### src/hw/rtl/gmtz_pkg.sv
// Shared types, constants and the min-plus step for the grid trailing-zero path block.
// Used by gmtz_factor and grid_min_trailing_zero_path; depends on nothing.
`default_nettype none

package gmtz_pkg;

  localparam int MaxNDefault = 1024;

  // Path sums are 16 bits; the all-ones code stands for "no open path".
  localparam logic [15:0] INF_MARK = 16'hFFFF;
  localparam logic [15:0] SAT_MAX  = 16'hFFFE;

  // Exact division by 5: for a multiple of 5, v * INV5 mod 2^32 is the quotient,
  // and a product at or below DIV5_LIMIT occurs only for multiples of 5.
  localparam logic [31:0] INV5       = 32'hCCCCCCCD;
  localparam logic [31:0] DIV5_LIMIT = 32'h33333333;

  typedef enum logic [1:0] {
    ST_IDLE,
    ST_COUNT,
    ST_UPDATE
  } state_t;

  // Status of the factor counter as seen by the top level.
  typedef struct packed {
    logic       done;
    logic       zero;
    logic [4:0] twos;
    logic [3:0] fives;
  } fac_stat_t;

  // One min-plus step: the cheaper neighbor plus the cell's own count,
  // with infinity absorbing and finite sums saturating below it.
  function automatic logic [15:0] advance(input logic [15:0] up, input logic [15:0] left,
                                          input logic [4:0] own);
    logic [15:0] m;
    logic [16:0] s;
    m = (up < left) ? up : left;
    s = {1'b0, m} + {12'd0, own};
    if (m == INF_MARK) begin
      return INF_MARK;
    end else if (s > {1'b0, SAT_MAX}) begin
      return SAT_MAX;
    end else begin
      return s[15:0];
    end
  endfunction

endpackage

`default_nettype wire

### src/hw/rtl/gmtz_factor.sv
// Counts the factors of 2 and of 5 of one grid cell.
// Twos come from a trailing-zero search; fives are stripped one per cycle. Uses gmtz_pkg.
`default_nettype none

module gmtz_factor import gmtz_pkg::*; (
  input  wire logic               clk,
  input  wire logic               rst,
  input  wire logic               start,
  input  wire logic signed [31:0] cell_value,
  output fac_stat_t               stat
);

  logic        busy;
  logic        cnt_en;
  logic        zero;
  logic [31:0] val;
  logic [4:0]  twos;
  logic [3:0]  fives;
  logic [31:0] quot;
  logic        divisible;
  logic [4:0]  tz;
  logic        positive;

  assign positive  = (cell_value != 32'sd0) && !cell_value[31];
  assign quot      = val * INV5;
  assign divisible = cnt_en && (quot <= DIV5_LIMIT);

  // Lowest set bit wins, since the scan runs from the top down.
  always_comb begin
    tz = '0;
    for (int i = 31; i >= 0; i--) begin
      if (cell_value[i]) begin
        tz = 5'(i);
      end
    end
  end

  always_ff @(posedge clk) begin
    if (rst) begin
      busy <= 1'b0;
    end else if (start) begin
      busy <= 1'b1;
    end else if (busy && !divisible) begin
      busy <= 1'b0;
    end
  end

  always_ff @(posedge clk) begin
    if (start) begin
      val    <= cell_value;
      cnt_en <= positive;
      zero   <= (cell_value == 32'sd0);
      twos   <= positive ? tz : 5'd0;
      fives  <= '0;
    end else if (busy && divisible) begin
      val   <= quot;
      fives <= fives + 4'd1;
    end
  end

  assign stat.done  = busy && !divisible;
  assign stat.zero  = zero;
  assign stat.twos  = twos;
  assign stat.fives = fives;

endmodule

`default_nettype wire

### config.mk
export PLATFORM = sky130hd
export DESIGN_NAME = gmtz_factor
export DESIGN_NICKNAME = d
export VERILOG_FILES = /design/src/hw/rtl/gmtz_pkg.sv /design/src/hw/rtl/gmtz_factor.sv
export SDC_FILE = /design/constraint.sdc
export NUM_CORES = 1
export LEC_CHECK = 0
export ABC_AREA = 1
export BUFFER_PORTS_ARGS = -buffer_cell sky130_fd_sc_hd__buf_2
export CORE_MARGIN = 4
export CORE_UTILIZATION = 30
export DETAILED_ROUTE_END_ITERATION = 12
export SYNTH_ARGS = -nofsm -noshare
export SYNTH_HDL_FRONTEND = slang
export SYNTH_SLANG_ARGS = --single-unit
### constraint.sdc
create_clock -name clk -period 7.3 [get_ports clk]
set_input_delay 0.73 -clock clk [delete_from_list [all_inputs] [get_ports clk]]
set_output_delay 0.73 -clock clk [all_outputs]
set_load 0.02 [all_outputs]
==> out/qor.yml <==
outcome: "finished with violations"
violations: "setup timing"
dr.pass1.iters: 5
grt_pass1_wl_um: 47550
synth.area.top_cells: "fa_1, ha_1, inv_1"
worstReg2RegEnd: "val[18]$_DFFE_PP_"
grtUsageMet3: 0.01433
crit_fanout: 5
finalCritPeriodShare: 1.039
cts.sinks: 44
crit_type: "reg2out"
min_path_type: "reg2reg"
avgSynthCellArea_um2: 8.933
clk_pin_slew_worst_paths_ns: 0.07
worstSetupStartpointType: "flip-flop"
cts_max_path_buffers: 2
synth-seq-cells: 44
clockRootBuffer: "clkbuf_16"
critPathRequiredTime_ns: 6.57
worstMarginPinSlew_ns: 0.9592
grt_usage: 0.1545
grt_use_met1: 0.2160
crit_end: "stat[10]"
crit_family: "adder cells"
crit_cells: 30
hpwl_um: 26370
ys_seq_area_frac: 0.1160
synthCells: 1227
synth_top_area_share: 0.3050
synth_most_common_cell: "inv_1"
endpoint_kind: "output pin"
setup_violations: 1
vias_per_cell: 4.359
rrSetupSlack_ns: 0.13
htreeDepth: 2
wire_per_inst_um: 15.84
slowest_stage: "fa_1"
numPortBuffers: 45
insertedDiodeCount: 0
dieHeight_um: 199.1
ant_nets: 0
io-pin-count: 46
rows: 69
ys_types: 48
drtIter0Drc: 335
synth-edff-count: 39
post-route-drc-count: 0
clk_latency_ns: 0.30
dieArea_um2: 39660
initial_core_util: 0.3059
drive_gt1_frac: 0.2276
placedCellCount: 1842
use_met2: 0.2635
period_minus_slack_ns: 7.582
crit_buf_inv: 9
nNetsFinal: 1814
vias: 8177
cts_buffers: 5
synth.cell_area_um2: 10960
cp.arrival_ns: 6.85
grt_pass1_vias: 8938
rr_startpoint: "val[8]$_DFFE_PP_"
finalHoldViolCount: 0
slew_viol_final: 0
maxCapViolCount: 0
finalClockSkew_ns: 0.008477
die_width_um: 199.1
synth_flop_cell: "edfxtp_1"
grt_max_degree: 47
grt_remaining_overflow: 0
startpoint: "val[8]$_DFFE_PP_"
syn_to_final_growth_pct: 24.45
holdBufCountCts: 0
grt_antenna_before_repair: 0
gr-max-usage-layer: "met2"
yosysTopAreaCell: "fa_1"
final_cell_count_no_fill: 1876
gp_congestion: 0.9305
totalWireLength_um: 29720
synth_common_cells: "inv_1, ha_1, fa_1"
fin_ws_ns: -0.2820
max_freq_mhz: 131.9
fin_setup_tns_ns: -0.2820
slew_headroom: 0.3598
ys_async_sr_fraction: 0
ys_warn_count: 0
cts_tree: "yes"
core_um2: 35830
rr_worst_depth: 32
syn-num-nets: 1627
rsz0062_at_grt: "true"
critical-path-max-stage-delay_ns: 0.60
## kinds of logic after synthesis
| logic type | Yosys count | synth area share |
|---|---|---|
| AND/OR/NAND/NOR | 219 | 0.08767 |
| flip-flops | 44 | 0.1160 |
| AO/OA/AOI/OAI | 113 | 0.06439 |
| XOR/XNOR | 69 | 0.05776 |
| buffers and inverters | 417 | 0.1432 |
| adder cells (fa/ha/maj) | 365 | 0.5311 |
## cells in the final DEF, fill, tap and decap left out, drive strengths merged, types with 2 or more instances in the layout
master / netlist / layout
a211oi: 3 / 3
a21boi: 4 / 4
a21o: 8 / 8
a21oi: 43 / 43
buf: 1 / 186
clkbuf: 8 / 9
clkinvlp: 0 / 2
dfxtp: 5 / 5
edfxtp: 39 / 39
fa: 167 / 167
ha: 198 / 198
inv: 408 / 408
nand2: 130 / 130
nand3: 15 / 15
nand3b: 2 / 2
nand4: 8 / 8
nor2: 44 / 44
nor3: 6 / 6
nor4: 3 / 3
o21ai: 46 / 46
o21bai: 2 / 2
o31ai: 2 / 2
or2: 10 / 10
xnor2: 28 / 28
xor2: 40 / 40
## per-layer routing
layer / vias to the layer above / wire [um]
li1: 4051 / -
met1: 3944 / 13740
met2: 153 / 14380
met3: 29 / 1048
met4: 0 / 554
met5: - / 0
## tightest hold or removal path, cell delays in order (launching register included)
cell and delay (ns):
dfxtp_1 0.34, nand2_2 0.08, a21oi_2 0.04
## area by class of cell
type	count	area [um^2]
Multi-Input combinational cell	766	8691
Clock buffer	6	138.9
Tap cell	461	576.8
Timing Repair Buffer	189	1416
Clock inverter	2	15.01
Inverter	408	1531
Fill cell	3544	22190
Sequential cell	44	1271
## metrics by stage
step                  util  hold slack, ns  setup slack, ns  cell area (um^2)
floorplan                -          0.5659         -0.02681             10960
global placement    0.3528          0.4855          -0.1836             12640
detailed placement  0.3528          0.4901          -0.1698             12640
CTS                 0.3706          0.5038          -0.2320             13280
global route        0.3807          0.5150          -0.5930             13640
finish              0.3807          0.5012          -0.2820             13640
## flip-flops by register name (all words and copies together), names as in the netlist
register and flops:
twos 5, fives 4, val 32, busy 1, zero 1, cnt_en 1
## worst min-delay path by stage
stage / from / end / slack [ns] / depth (start not counted)
final: fives[3]$_SDFFE_PP0P_ / fives[3]$_SDFFE_PP0P_ / 0.50 / 2
after global routing: fives[3]$_SDFFE_PP0P_ / fives[3]$_SDFFE_PP0P_ / 0.52 / 2
after CTS: fives[3]$_SDFFE_PP0P_ / fives[3]$_SDFFE_PP0P_ / 0.50 / 2
after detailed placement: fives[3]$_SDFFE_PP0P_ / fives[3]$_SDFFE_PP0P_ / 0.49 / 2
after global placement: fives[3]$_SDFFE_PP0P_ / fives[3]$_SDFFE_PP0P_ / 0.49 / 2
after floorplan: busy$_SDFFE_PP0P_ / fives[0]$_SDFFE_PP0P_ / 0.57 / 2
## repair_timing
item	in CTS	in global routing
gates cloned	0	4
buffers inserted	12	10
resized for setup	67	41
pin swaps	55	34
setup endpoints to repair	15	36
Power is left out: the tool's default activity adds up to more than one toggle a clock period on the data nets, which glitch-free logic cannot reach.
